$ cat config.mk
export PLATFORM = sky130hd
export DESIGN_NAME = pid_feedforward_controller
export DESIGN_NICKNAME = d
export VERILOG_FILES = /design/src/pfc_pkg.sv /design/src/pfc_mul.sv /design/src/pfc_div.sv /design/src/pid_feedforward_controller.sv
export SDC_FILE = /design/constraint.sdc
export NUM_CORES = 2
export LEC_CHECK = 0
export BUFFER_PORTS_ARGS = -buffer_cell sky130_fd_sc_hd__clkbuf_2
export CORE_MARGIN = 4
export CORE_UTILIZATION = 40
export DETAILED_ROUTE_END_ITERATION = 12
export PLACE_DENSITY = 0.55
export SLEW_MARGIN = 40
export SYNTH_ARGS = -nofsm -noshare
export SYNTH_HDL_FRONTEND = slang
export SYNTH_SLANG_ARGS = --single-unit
$ cat constraint.sdc
create_clock -name clk -period 6.9 [get_ports clk]
set_input_delay 0.345 -clock clk [delete_from_list [all_inputs] [get_ports clk]]
set_output_delay 0.345 -clock clk [all_outputs]
set_load 0.05 [all_outputs]
$ cat src/pfc_pkg.sv
// shared types, widths and codes for the pid feedforward controller
package pfc_pkg;

  // default number of fraction bits in the gains
  localparam int GAIN_FRAC_BITS_DEF = 16;

  // serial multiplier operand width and full product width
  localparam int MUL_W  = 32;
  localparam int PROD_W = 2 * MUL_W;

  // serial divider dividend and divisor widths
  localparam int DIV_N = 50;
  localparam int DIV_D = 16;

  // running sum of the four terms
  localparam int ACC_W = 56;

  // magnitude limit of the integral term
  localparam logic [PROD_W-1:0] I_LIMIT = PROD_W'(64'd2000000000);

  // configuration register indexes
  localparam int CFG_IDX_W = 3;
  localparam logic [CFG_IDX_W-1:0] CFG_GAIN_P     = 3'd0;
  localparam logic [CFG_IDX_W-1:0] CFG_GAIN_I     = 3'd1;
  localparam logic [CFG_IDX_W-1:0] CFG_GAIN_D     = 3'd2;
  localparam logic [CFG_IDX_W-1:0] CFG_GAIN_F     = 3'd3;
  localparam logic [CFG_IDX_W-1:0] CFG_SET_POINT  = 3'd4;
  localparam logic [CFG_IDX_W-1:0] CFG_ERROR_BAND = 3'd5;

  typedef struct packed {
    logic signed [15:0] measured_value;
    logic [15:0]        elapsed_ms;
  } pfc_in_t;

  typedef struct packed {
    logic signed [31:0] drive_value;
    logic               integral_cleared;
  } pfc_out_t;

  typedef enum logic [2:0] {
    ST_IDLE,
    ST_LOAD,
    ST_MWAIT,
    ST_DWAIT,
    ST_FIN
  } state_t;

  typedef enum logic [2:0] {
    OP_INT,
    OP_P,
    OP_F,
    OP_I,
    OP_D
  } op_t;

endpackage

$ cat src/pfc_mul.sv
// bit-serial shift-add multiplier for unsigned magnitudes
module pfc_mul
  import pfc_pkg::*;
(
  input  logic              clk,
  input  logic              rst_n,
  input  logic              start,
  input  logic [MUL_W-1:0]  a,
  input  logic [MUL_W-1:0]  b,
  output logic              done,
  output logic [PROD_W-1:0] prod
);

  localparam int CNT_W = $clog2(MUL_W + 1);

  logic [MUL_W:0]        hi_r;
  logic [MUL_W-1:0]      lo_r;
  logic [MUL_W-1:0]      a_r;
  logic [CNT_W-1:0]      cnt_r;
  logic                  busy_r;
  logic                  done_r;
  logic [MUL_W:0]        sum_nxt;
  logic [PROD_W:0]       shift_nxt;

  // add the multiplicand when the low multiplier bit is set
  always_comb begin
    sum_nxt   = lo_r[0] ? (hi_r + {1'b0, a_r}) : hi_r;
    shift_nxt = {sum_nxt, lo_r} >> 1;
  end

  // one multiplier bit per cycle
  always_ff @(posedge clk) begin
    if (!rst_n) begin
      busy_r <= 1'b0;
      done_r <= 1'b0;
      cnt_r  <= '0;
    end else begin
      done_r <= 1'b0;
      if (start) begin
        hi_r   <= '0;
        lo_r   <= b;
        a_r    <= a;
        cnt_r  <= '0;
        busy_r <= 1'b1;
      end else if (busy_r) begin
        hi_r  <= shift_nxt[PROD_W:MUL_W];
        lo_r  <= shift_nxt[MUL_W-1:0];
        cnt_r <= cnt_r + 1'b1;
        if (cnt_r == CNT_W'(MUL_W - 1)) begin
          busy_r <= 1'b0;
          done_r <= 1'b1;
        end
      end
    end
  end

  assign done = done_r;
  assign prod = {hi_r[MUL_W-1:0], lo_r};

endmodule

$ cat src/pfc_div.sv
// bit-serial restoring divider for unsigned magnitudes
module pfc_div
  import pfc_pkg::*;
(
  input  logic             clk,
  input  logic             rst_n,
  input  logic             start,
  input  logic [DIV_N-1:0] dividend,
  input  logic [DIV_D-1:0] divisor,
  output logic             done,
  output logic [DIV_N-1:0] quot
);

  localparam int CNT_W = $clog2(DIV_N + 1);

  logic [DIV_N-1:0] q_r;
  logic [DIV_D-1:0] rem_r;
  logic [DIV_D-1:0] dvs_r;
  logic [CNT_W-1:0] cnt_r;
  logic             busy_r;
  logic             done_r;
  logic [DIV_D:0]   trial_nxt;
  logic [DIV_D:0]   diff_nxt;
  logic             bit_nxt;

  // shift in one dividend bit and try the subtraction
  always_comb begin
    trial_nxt = {rem_r, q_r[DIV_N-1]};
    diff_nxt  = trial_nxt - {1'b0, dvs_r};
    bit_nxt   = (trial_nxt >= {1'b0, dvs_r});
  end

  // one quotient bit per cycle
  always_ff @(posedge clk) begin
    if (!rst_n) begin
      busy_r <= 1'b0;
      done_r <= 1'b0;
      cnt_r  <= '0;
    end else begin
      done_r <= 1'b0;
      if (start) begin
        q_r    <= dividend;
        rem_r  <= '0;
        dvs_r  <= divisor;
        cnt_r  <= '0;
        busy_r <= 1'b1;
      end else if (busy_r) begin
        rem_r <= bit_nxt ? diff_nxt[DIV_D-1:0] : trial_nxt[DIV_D-1:0];
        q_r   <= {q_r[DIV_N-2:0], bit_nxt};
        cnt_r <= cnt_r + 1'b1;
        if (cnt_r == CNT_W'(DIV_N - 1)) begin
          busy_r <= 1'b0;
          done_r <= 1'b1;
        end
      end
    end
  end

  assign done = done_r;
  assign quot = q_r;

endmodule

$ cat src/pid_feedforward_controller.sv
// pid controller with set point feedforward, top level
// steps per accepted beat: five serial multiplies (integral update, P, F, I, D),
// a derivative divide (skipped, with no derivative term, when elapsed is zero), one output load
// a new beat is not taken until the previous result is loaded into the output register;
// in_stall is high until the result is loaded, and the next beat is taken while it waits
// reset (synchronous, active low) clears configuration registers, integral and last error
module pid_feedforward_controller
  import pfc_pkg::*;
#(
  parameter int GAIN_FRAC_BITS = GAIN_FRAC_BITS_DEF
) (
  input  logic                 clk,
  input  logic                 rst_n,
  input  logic                 in_valid,
  output logic                 in_stall,
  input  pfc_in_t              in_data,
  output logic                 out_valid,
  input  logic                 out_stall,
  output pfc_out_t             out_data,
  input  logic                 cfg_valid,
  output logic                 cfg_ready,
  input  logic [CFG_IDX_W-1:0] cfg_index,
  input  logic [31:0]          cfg_data
);

  // configuration registers
  logic signed [31:0] gain_p_r, gain_i_r, gain_d_r, gain_f_r;
  logic signed [15:0] set_point_r;
  logic [15:0]        error_band_r;

  // loop state
  logic signed [31:0] integral_r;
  logic signed [17:0] prev_err_r;

  // per item working registers
  state_t             state_r, state_nxt;
  op_t                op_r;
  logic signed [16:0] err_r;
  logic signed [17:0] diff_r;
  logic [15:0]        elapsed_r;
  logic               cleared_r;
  logic               sign_r;
  logic signed [ACC_W-1:0] acc_r;
  logic               out_valid_r;
  pfc_out_t           out_data_r;

  // combinational
  logic               in_acc;
  logic signed [16:0] err_nxt;
  logic [16:0]        err_mag;
  logic               mul_start, div_start;
  logic [MUL_W-1:0]   mul_a, mul_b;
  logic               sign_nxt;
  logic               mul_done, div_done;
  logic [PROD_W-1:0]  prod;
  logic [DIV_N-1:0]   quot;
  logic [PROD_W-1:0]  shifted;
  logic [ACC_W-1:0]   term_mag, iterm_mag, dterm_mag;
  logic [ACC_W-1:0]   term_s, iterm_s, dterm_s;
  logic [33:0]        iprod, iprod_s, isum;
  logic signed [31:0] isat;
  logic               out_free;
  logic               acc_fits;
  logic signed [31:0] drive;

  assign cfg_ready = 1'b1;

  // configuration writes
  always_ff @(posedge clk) begin
    if (!rst_n) begin
      gain_p_r     <= '0;
      gain_i_r     <= '0;
      gain_d_r     <= '0;
      gain_f_r     <= '0;
      set_point_r  <= '0;
      error_band_r <= '0;
    end else if (cfg_valid && cfg_ready) begin
      case (cfg_index)
        CFG_GAIN_P:     gain_p_r     <= cfg_data;
        CFG_GAIN_I:     gain_i_r     <= cfg_data;
        CFG_GAIN_D:     gain_d_r     <= cfg_data;
        CFG_GAIN_F:     gain_f_r     <= cfg_data;
        CFG_SET_POINT:  set_point_r  <= cfg_data[15:0];
        CFG_ERROR_BAND: error_band_r <= cfg_data[15:0];
        default: ;
      endcase
    end
  end

  // error of the incoming beat
  always_comb begin
    err_nxt = {set_point_r[15], set_point_r}
            - {in_data.measured_value[15], in_data.measured_value};
    err_mag = err_nxt[16] ? 17'(-err_nxt) : err_nxt;
  end

  assign in_acc   = in_valid && !in_stall;
  assign out_free = !out_valid_r || !out_stall;

  // serial arithmetic units
  pfc_mul u_mul (
    .clk   (clk),
    .rst_n (rst_n),
    .start (mul_start),
    .a     (mul_a),
    .b     (mul_b),
    .done  (mul_done),
    .prod  (prod)
  );

  pfc_div u_div (
    .clk      (clk),
    .rst_n    (rst_n),
    .start    (div_start),
    .dividend (shifted[DIV_N-1:0]),
    .divisor  (elapsed_r),
    .done     (div_done),
    .quot     (quot)
  );

  // next state
  always_comb begin
    state_nxt = state_r;
    case (state_r)
      ST_IDLE:  if (in_valid) state_nxt = ST_LOAD;
      ST_LOAD:  state_nxt = ST_MWAIT;
      ST_MWAIT: begin
        if (mul_done) begin
          if (op_r != OP_D) state_nxt = ST_LOAD;
          else if (elapsed_r != 16'd0) state_nxt = ST_DWAIT;
          else state_nxt = ST_FIN;
        end
      end
      ST_DWAIT: if (div_done) state_nxt = ST_FIN;
      ST_FIN:   if (out_free) state_nxt = ST_IDLE;
      default:  state_nxt = ST_IDLE;
    endcase
  end

  // outputs of the sequencer: operand selection and unit starts
  always_comb begin
    in_stall  = (state_r != ST_IDLE);
    mul_start = (state_r == ST_LOAD);
    div_start = (state_r == ST_MWAIT) && mul_done && (op_r == OP_D)
             && (elapsed_r != 16'd0);
    mul_a     = '0;
    mul_b     = '0;
    sign_nxt  = 1'b0;
    case (op_r)
      OP_INT: begin
        mul_a    = MUL_W'(err_r[16] ? 17'(-err_r) : err_r);
        mul_b    = MUL_W'(elapsed_r);
        sign_nxt = err_r[16];
      end
      OP_P: begin
        mul_a    = gain_p_r[31] ? 32'(-gain_p_r) : gain_p_r;
        mul_b    = MUL_W'(err_r[16] ? 17'(-err_r) : err_r);
        sign_nxt = gain_p_r[31] ^ err_r[16];
      end
      OP_F: begin
        mul_a    = gain_f_r[31] ? 32'(-gain_f_r) : gain_f_r;
        // zero-extend so the most negative set point keeps its magnitude
        mul_b    = {16'd0, set_point_r[15] ? 16'(-set_point_r) : set_point_r};
        sign_nxt = gain_f_r[31] ^ set_point_r[15];
      end
      OP_I: begin
        mul_a    = gain_i_r[31] ? 32'(-gain_i_r) : gain_i_r;
        mul_b    = integral_r[31] ? 32'(-integral_r) : integral_r;
        sign_nxt = gain_i_r[31] ^ integral_r[31];
      end
      OP_D: begin
        mul_a    = gain_d_r[31] ? 32'(-gain_d_r) : gain_d_r;
        mul_b    = MUL_W'(diff_r[17] ? 18'(-diff_r) : diff_r);
        sign_nxt = gain_d_r[31] ^ diff_r[17];
      end
      default: ;
    endcase
  end

  // term shaping: scale, clamp, sign
  always_comb begin
    shifted   = prod >> GAIN_FRAC_BITS;
    term_mag  = shifted[ACC_W-1:0];
    iterm_mag = (shifted > I_LIMIT) ? ACC_W'(I_LIMIT) : shifted[ACC_W-1:0];
    dterm_mag = ACC_W'(quot);
    term_s    = sign_r ? ACC_W'(-term_mag)  : term_mag;
    iterm_s   = sign_r ? ACC_W'(-iterm_mag) : iterm_mag;
    dterm_s   = sign_r ? ACC_W'(-dterm_mag) : dterm_mag;
    // integral update with 32-bit saturation
    iprod     = {1'b0, prod[32:0]};
    iprod_s   = sign_r ? 34'(-iprod) : iprod;
    isum      = {{2{integral_r[31]}}, integral_r} + iprod_s;
    if (isum[33:31] == 3'b000 || isum[33:31] == 3'b111) isat = isum[31:0];
    else if (isum[33]) isat = 32'sh8000_0000;
    else isat = 32'sh7FFF_FFFF;
    // final saturation
    acc_fits  = (acc_r[ACC_W-1:31] == {(ACC_W-31){acc_r[ACC_W-1]}});
    if (acc_fits) drive = acc_r[31:0];
    else if (acc_r[ACC_W-1]) drive = 32'sh8000_0000;
    else drive = 32'sh7FFF_FFFF;
  end

  // sequencer state
  always_ff @(posedge clk) begin
    if (!rst_n) state_r <= ST_IDLE;
    else state_r <= state_nxt;
  end

  // per item datapath and loop state
  always_ff @(posedge clk) begin
    if (!rst_n) begin
      integral_r <= '0;
      prev_err_r <= '0;
      op_r       <= OP_INT;
    end else begin
      if (in_acc) begin
        err_r      <= err_nxt;
        diff_r     <= {err_nxt[16], err_nxt} - prev_err_r;
        prev_err_r <= {err_nxt[16], err_nxt};
        elapsed_r  <= in_data.elapsed_ms;
        cleared_r  <= (err_mag < {1'b0, error_band_r});
        acc_r      <= '0;
        op_r       <= OP_INT;
      end
      if (state_r == ST_LOAD) sign_r <= sign_nxt;
      if (state_r == ST_MWAIT && mul_done) begin
        case (op_r)
          OP_INT: begin
            integral_r <= cleared_r ? 32'sd0 : isat;
            op_r       <= OP_P;
          end
          OP_P: begin
            acc_r <= acc_r + term_s;
            op_r  <= OP_F;
          end
          OP_F: begin
            acc_r <= acc_r + term_s;
            op_r  <= OP_I;
          end
          OP_I: begin
            if (!cleared_r) acc_r <= acc_r + iterm_s;
            op_r <= OP_D;
          end
          default: ;
        endcase
      end
      if (state_r == ST_DWAIT && div_done) acc_r <= acc_r + dterm_s;
    end
  end

  // output register
  always_ff @(posedge clk) begin
    if (!rst_n) begin
      out_valid_r <= 1'b0;
    end else begin
      if (state_r == ST_FIN && out_free) begin
        out_valid_r                 <= 1'b1;
        out_data_r.drive_value      <= drive;
        out_data_r.integral_cleared <= cleared_r;
      end else if (out_valid_r && !out_stall) begin
        out_valid_r <= 1'b0;
      end
    end
  end

  assign out_valid = out_valid_r;
  assign out_data  = out_data_r;

endmodule
* Yosys cells after proc, flatten, opt, wreduce, memory -nomap -nowiden
Cells that the tools add are included.
W data, S select, Z words.
** Word-level totals
- Register bits :: 552
- Output and inout port bits :: 36
** Operators by class
- Add/subtract/negate cells :: 23
- $lt $le $gt $ge :: 3
- Eq/ne operators :: 22
- Muxes and demuxes :: 55
- Bitwise gates (word level) :: 7
- Reductions and logical operators :: 40
** Operator list (count)
- $mux W32 :: 15
- $mux W56 :: 7
- $pmux W32 S5 :: 2
- $add A56 B56 Y56 :: 3
- $neg A32 Y32 :: 5
- $neg A48 Y56 :: 2
- $pmux W56 S2 :: 1
- $mux W48 :: 2
- $neg A50 Y56 :: 1
- $mux W50 :: 1
- $gt A48 B31 Y1 const B :: 1
- $mux W16 :: 3
- $add A34 B34 Y34 :: 1
- $mux W34 :: 1
- $neg A17 Y17 :: 2
- $neg A33 Y34 :: 1
- $add A32 B32 Y33 :: 1
- $mux W33 :: 1
- $reduce_and A2 Y1 :: 13
- $eq A24 B24 Y1 :: 1
- $mux W3 :: 8
- $eq A3 B2 Y1 const B :: 6
- $neg A18 Y18 :: 1
- $sub A17 B17 Y18 :: 1
- 30 further kinds :: 70

* Logic depth before layout (Yosys ltp)
- Depth in word-level cells :: 9
- Depth in mapped cells :: 29
- Depth with buffers taken out :: 26

* Hierarchy
Synthesis repeated with hierarchy kept, for this count alone.
** Second synthesis, totals
- Cells, all modules :: 5731
- Area, all modules :: 46743.6 sq um
** By module, submodules not included
- pid_feedforward_controller :: instances 1, cells each 4851, area an instance 36239.8 sq um
- pfc_mul :: instances 1, cells each 513, area an instance 5859.4 sq um
- pfc_div :: instances 1, cells each 367, area an instance 4644.5 sq um

* Worst setup path after synthesis
Ideal clock, no wire load.
- Path type :: reg-to-reg
- Start :: reg u_mul.hi_r[12]
- End :: reg acc_r[55] (data pin)
- Setup time :: 264 ps
- Data arrival time :: 6070 ps
- Required time :: 6636 ps
- Setup slack :: 566 ps
- Stages on the path, launching flop included :: 30
- Period minus slack after synthesis :: 6334 ps
- Cell sequence :: edfxtp_1 > clkbuf_1 > nand4b_1 > nor4_1 > a31oi_1 > o21ai_0 > a21oi_1 > clkbuf_1 > nand2_1 > ha_1 > nand2_1 > or3_1 > or4_1 > clkbuf_1 > o21ai_1 > nand2_1 > xnor2_1 > ha_1 > clkbuf_1 > a21oi_1 > o211ai_1 > a41o_1 > a32o_1 > a211o_1 > a41oi_1 > o21ai_0 > a2111oi_0 > xnor2_1 > a211oi_1 > o211ai_1
** On the way
- Longest elaborated chain between the ends :: 9
- Elaborated cells between the ends (all ways) :: 12
- Classes of those cells :: 4 x add/sub; 1 x order compare; 7 x mux
** RTL lines
- start, declared :: line pfc_mul.sv:16 : logic [MUL_W:0] hi_r;
- start signal, assigned :: line pfc_mul.sv:46 : hi_r <= shift_nxt[PROD_W:MUL_W];
- $gt A48 B31 Y1 :: line pid_feedforward_controller.sv:184 : iterm_mag = (shifted > I_LIMIT) ? ACC_W'(I_LIMIT) : shifted[ACC_W-1:0];
- $mux W48 :: line pid_feedforward_controller.sv:184
- $neg A48 Y56 :: line pid_feedforward_controller.sv:187 : iterm_s = sign_r ? ACC_W'(-iterm_mag) : iterm_mag;
- $mux W56 :: line pid_feedforward_controller.sv:187
- $add A56 B56 Y56 :: line pid_feedforward_controller.sv:241 : if (!cleared_r) acc_r <= acc_r + iterm_s;
- $mux W56 :: line pid_feedforward_controller.sv:241
- $pmux W56 S2 * :: line pid_feedforward_controller.sv:227 : case (op_r)
- $mux W56 * :: line pid_feedforward_controller.sv:226 : if (state_r == ST_MWAIT && mul_done) begin
- $mux W56 * :: line pid_feedforward_controller.sv:247 : if (state_r == ST_DWAIT && div_done) acc_r <= acc_r + dterm_s;
- end signal, assigned :: line pid_feedforward_controller.sv:233 : acc_r <= acc_r + term_s;
- end signal, assigned :: line pid_feedforward_controller.sv:241
- end signal, assigned :: line pid_feedforward_controller.sv:247
- end, declared :: line pid_feedforward_controller.sv:43 : logic signed [ACC_W-1:0] acc_r;
Every way passes the cells marked *; elsewhere a longest branch is shown, timed or not.
A chain may end at the register's enable or synchronous reset.

* Final worst setup path
- Start :: reg u_mul.lo_r[16]
- End :: reg acc_r[52] (data pin)
** On the way
- Longest elaborated chain between the ends :: 9
- Elaborated cells between the ends (all ways) :: 12
- Classes of those cells :: 4 x add/sub; 1 x order compare; 7 x mux
** RTL lines
- start, declared :: line pfc_mul.sv:17 : logic [MUL_W-1:0] lo_r;
- start signal, assigned :: line pfc_mul.sv:47 : lo_r <= shift_nxt[MUL_W-1:0];
- $gt A48 B31 Y1 :: line pid_feedforward_controller.sv:184
- $mux W48 :: line pid_feedforward_controller.sv:184
- $neg A48 Y56 :: line pid_feedforward_controller.sv:187
- $mux W56 :: line pid_feedforward_controller.sv:187
- $add A56 B56 Y56 :: line pid_feedforward_controller.sv:241
- $mux W56 :: line pid_feedforward_controller.sv:241
- $pmux W56 S2 * :: line pid_feedforward_controller.sv:227
- $mux W56 * :: line pid_feedforward_controller.sv:226
- $mux W56 * :: line pid_feedforward_controller.sv:247
Marked as above.

==> results.json <==
{
  "run_status": "complete, no violations",
  "setup.worst_path.end_class": "flop",
  "synthTopCellsByCount": "sky130_fd_sc_hd__nand2_1 (873), sky130_fd_sc_hd__o21ai_0 (408), sky130_fd_sc_hd__a21oi_1 (364), sky130_fd_sc_hd__xnor2_1 (364), sky130_fd_sc_hd__nor2_1 (339)",
  "grt_setup_unrepaired": "true",
  "startpoint_type": "flop",
  "layout_cells_sized_above_1": 0.0884,
  "combined_global_route_utilization_of_all_metal_layers": 0.251,
  "floorplan.die.width_um": 349,
  "floorplan.initialDensity": 0.404,
  "power.ir.vdd_worst_mv": 0.185,
  "drt-initial-drc-count": 3755,
  "postRouteAntennaNets": 0,
  "yosysWarningCount": 0,
  "worst_setup_hold_path_clk_slew_ns": 0.06,
  "timing.critical_path.required_ns": 7.25,
  "syn-instance-count": 5655,
  "crit_chain": "or3_4 > or3_4 > or4_4 > or3_1 > o31ai_1 > xnor2_1 > ha_1 > nand4_1 > or4_1 > a211oi_1 > o31ai_1 > o21ai_1 > buf_4 > a21oi_1 > o21ai_1 > xor2_1 > a221oi_2 > a31oi_1",
  "syn2layout_area_growth_pct": 12.0,
  "cts_max_level": 3,
  "clk_root_buffer_cell": "sky130_fd_sc_hd__clkbuf_16",
  "seq_area_frac_synth": 0.307,
  "drt_pass1_iterations": 6,
  "count_of_input_and_output_buffers": 106,
  "cap_violations": 0,
  "place_congestion": 0.972,
  "syn-mean-instance-area_um2": 8.21,
  "dp_hpwl_um": 121000,
  "ys_ff_latch": 552,
  "tightest_slew_ns": 0.871,
  "layout_min_cycle_time_ns": 6.60,
  "asyncSetResetFlopFracSynth": 0,
  "maxClockFrequency_ghz": 0.152,
  "grt_start_max_net_pins": 104,
  "routed_wire_length_per_instance_um": 21.7,
  "finClkSkew_ns": 0.0444,
  "syn-cell-area_mm2": 0.0464,
  "cts.sink_count": 552,
  "drt-vias-per-instance": 5.85,
  "arrival_ns": 6.95,
  "ys_top_cells_by_area": "sky130_fd_sc_hd__edfxtp_1 (21%), sky130_fd_sc_hd__dfxtp_1 (10%), sky130_fd_sc_hd__ha_1 (8.6%)",
  "final_core_util": 0.453,
  "totalWireLength_um": 158000,
  "cts_tree": "done",
  "max_stage_delay_ns": 0.64,
  "cell_type_with_the_highest_aggregate_area_in_the_netlist": "sky130_fd_sc_hd__edfxtp_1",
  "synth.distinct_cells": 90,
  "worst-setup-path-type": "reg -> reg",
  "setup-violations-final": 0,
  "clock_path_buffers": 3,
  "count_of_flip_flops_with_a_built_in_enable_after_synthesis": 320,
  "first_pass_grt_wire_length_um": 241000,
  "timing.final.ws_setup_ns": 0.305,
  "hp-class": "in -> reg",
  "fin_cells": 7304,
  "most_frequently_used_flop_master_after_synthesis": "sky130_fd_sc_hd__edfxtp_1",
  "die-height_um": 349,
  "vias": 42700,
  "detail_route.drc_violations": 0,
  "yosysTopAreaCellShare": 0.207,
  "totalNegativeSetupSlack_ns": 0,
  "die_area_mm2": 0.122,
  "place_worst_setup_slack_ns": -0.277,
  "rows": 124,
  "critical_path.slowest_cell": "sky130_fd_sc_hd__a211oi_1",
  "antenna_found_initial": 0,
  "leakage_uw": 0.0202,
  "tritoncts.num_buffers": 69,
  "grt_pass1_vias": 39900,
  "drv_slew": 0,
  "fin_crit_sh": 0.956,
  "ios": 108,
  "grt_overflow": 0,
  "design.final.nets": 6137,
  "place.detailed.instances": 7144,
  "yosysMostFrequentCell": "sky130_fd_sc_hd__nand2_1",
  "worst-path-max-fanout": 7,
  "fin_hold_viols": 0,
  "syn_nets": 6054,
  "total_power_uw": 11700,
  "core_area_mm2": 0.115,
  "slew-limit-headroom": 0.419,
  "cellPowerDensity_mw_per_mm2": 226,
  "clock_insertion_delay_worst_skew_ns": 0.67
}
-- metrics by stage --
stage / hold slack (ns) / instance area, µm²
2_1_floorplan: 0.441 / 46400
3_3_place_gp: 0.454 / 49000
3_5_place_dp: 0.459 / 49000
4_1_cts: 0.0108 / 51800
5_1_grt: 0.0427 / 52000
6_report: 0.0519 / 52000
-- where the power goes --
part / total, µW / internal, µW / switching, µW / leakage, µW
combinational: 3880 / 1540 / 2340 / 0.0142
clock: 3890 / 2340 / 1560 / 0.00117
sequential: 3970 / 3740 / 232 / 0.00488
-- worst max-delay path: cells and delay by family, from the launching register on --
kind / cells / cell delay, ns
compound gates: 8 / 2.33
xor+xnor: 2 / 0.28
fa+ha+maj: 1 / 0.45
buf+inv: 1 / 0.17
flops: 1 / 0.52
simple gates: 6 / 2.53
-- layer usage --
metal  global-route usage  share of wire  wire length, µm  vias up
met4               0.0728          0.032             5030        0
met5                    0              0                0        -
met3               0.0254          0.061             9660      243
met1                0.363           0.47            73600    20200
met2                0.399           0.44            69900     1466
li1                     -              -                -    20800
-- flip-flops by register name (all words and copies together), names as in the netlist, 17 cells and up --
signal / cells
u_mul.a_r: 32
u_mul.lo_r: 32
acc_r: 56
gain_i_r: 32
prev_err_r: 17
gain_p_r: 32
out_data: 33
err_r: 17
u_mul.hi_r: 32
diff_r: 18
gain_f_r: 32
gain_d_r: 32
u_div.quot: 50
integral_r: 32
-- final timing paths --
path / slack, ns / end / cells after the start / startpoint
worst min register to register: 0.46 / error_band_r[7] / 2 / error_band_r[7]
worst max register to register: 0.30 / acc_r[52] / 18 / u_mul.lo_r[16]
worst max-delay path: 0.30 / acc_r[52] / 18 / u_mul.lo_r[16]
worst min-delay path: 0.05 / gain_d_r[4] / 3 / cfg_data[4]
-- cell usage in the layout, fill, tap and decap left out, types with 50 or more instances in the layout --
cell / instances
sky130_fd_sc_hd__o41ai_1: 51
sky130_fd_sc_hd__nor4_1: 51
sky130_fd_sc_hd__nand2_1: 872
sky130_fd_sc_hd__edfxtp_1: 320
sky130_fd_sc_hd__inv_1: 219
sky130_fd_sc_hd__buf_4: 169
sky130_fd_sc_hd__nor3_1: 81
sky130_fd_sc_hd__o21ai_0: 405
sky130_fd_sc_hd__o21a_1: 55
sky130_fd_sc_hd__xnor2_1: 360
sky130_fd_sc_hd__a21oi_1: 360
sky130_fd_sc_hd__nor2_1: 335
sky130_fd_sc_hd__a21o_1: 140
sky130_fd_sc_hd__xor2_1: 214
sky130_fd_sc_hd__clkbuf_16: 72
sky130_fd_sc_hd__a211oi_1: 66
sky130_fd_sc_hd__clkbuf_2: 105
sky130_fd_sc_hd__or3_1: 53
sky130_fd_sc_hd__a21boi_0: 192
sky130_fd_sc_hd__nand3_1: 73
sky130_fd_sc_hd__dfxtp_1: 231
sky130_fd_sc_hd__o31ai_1: 84
sky130_fd_sc_hd__ha_1: 318
sky130_fd_sc_hd__mux2i_1: 50
sky130_fd_sc_hd__nor2b_1: 53
-- cell type report --
type	instances	area [µm²]
fill	11400	62800
multi-input combinational	4582	30400
sequential	552	14300
timing repair buffer	313	2200
clock buffer	92	1940
tap	1512	1890
inverter	220	826
clock inverter	32	503
antenna	1	2.50
-- logic make-up after synthesis --
group	Yosys count	synth area share
buffers and inverters	521	0.0429
and+or+nand+nor	1829	0.181
AOI/OAI and AO/OA	1788	0.256
DFF	552	0.307
muxes	57	0.0132
other	1	0.0000808
xor gates and xnor gates	580	0.110
adders and majority gates	327	0.0895
-- timing repair --
item / CTS / global route
resized for setup: 3 / 18
endpoints found under the hold margin: 73 / 0
gates cloned: 0 / 0
hold buffers: 32 / 0
pin swaps: 0 / 5
setup endpoints to repair: 5 / 10
setup buffers: 0 / 2
No activity file was read; power rests on OpenSTA's default activity.
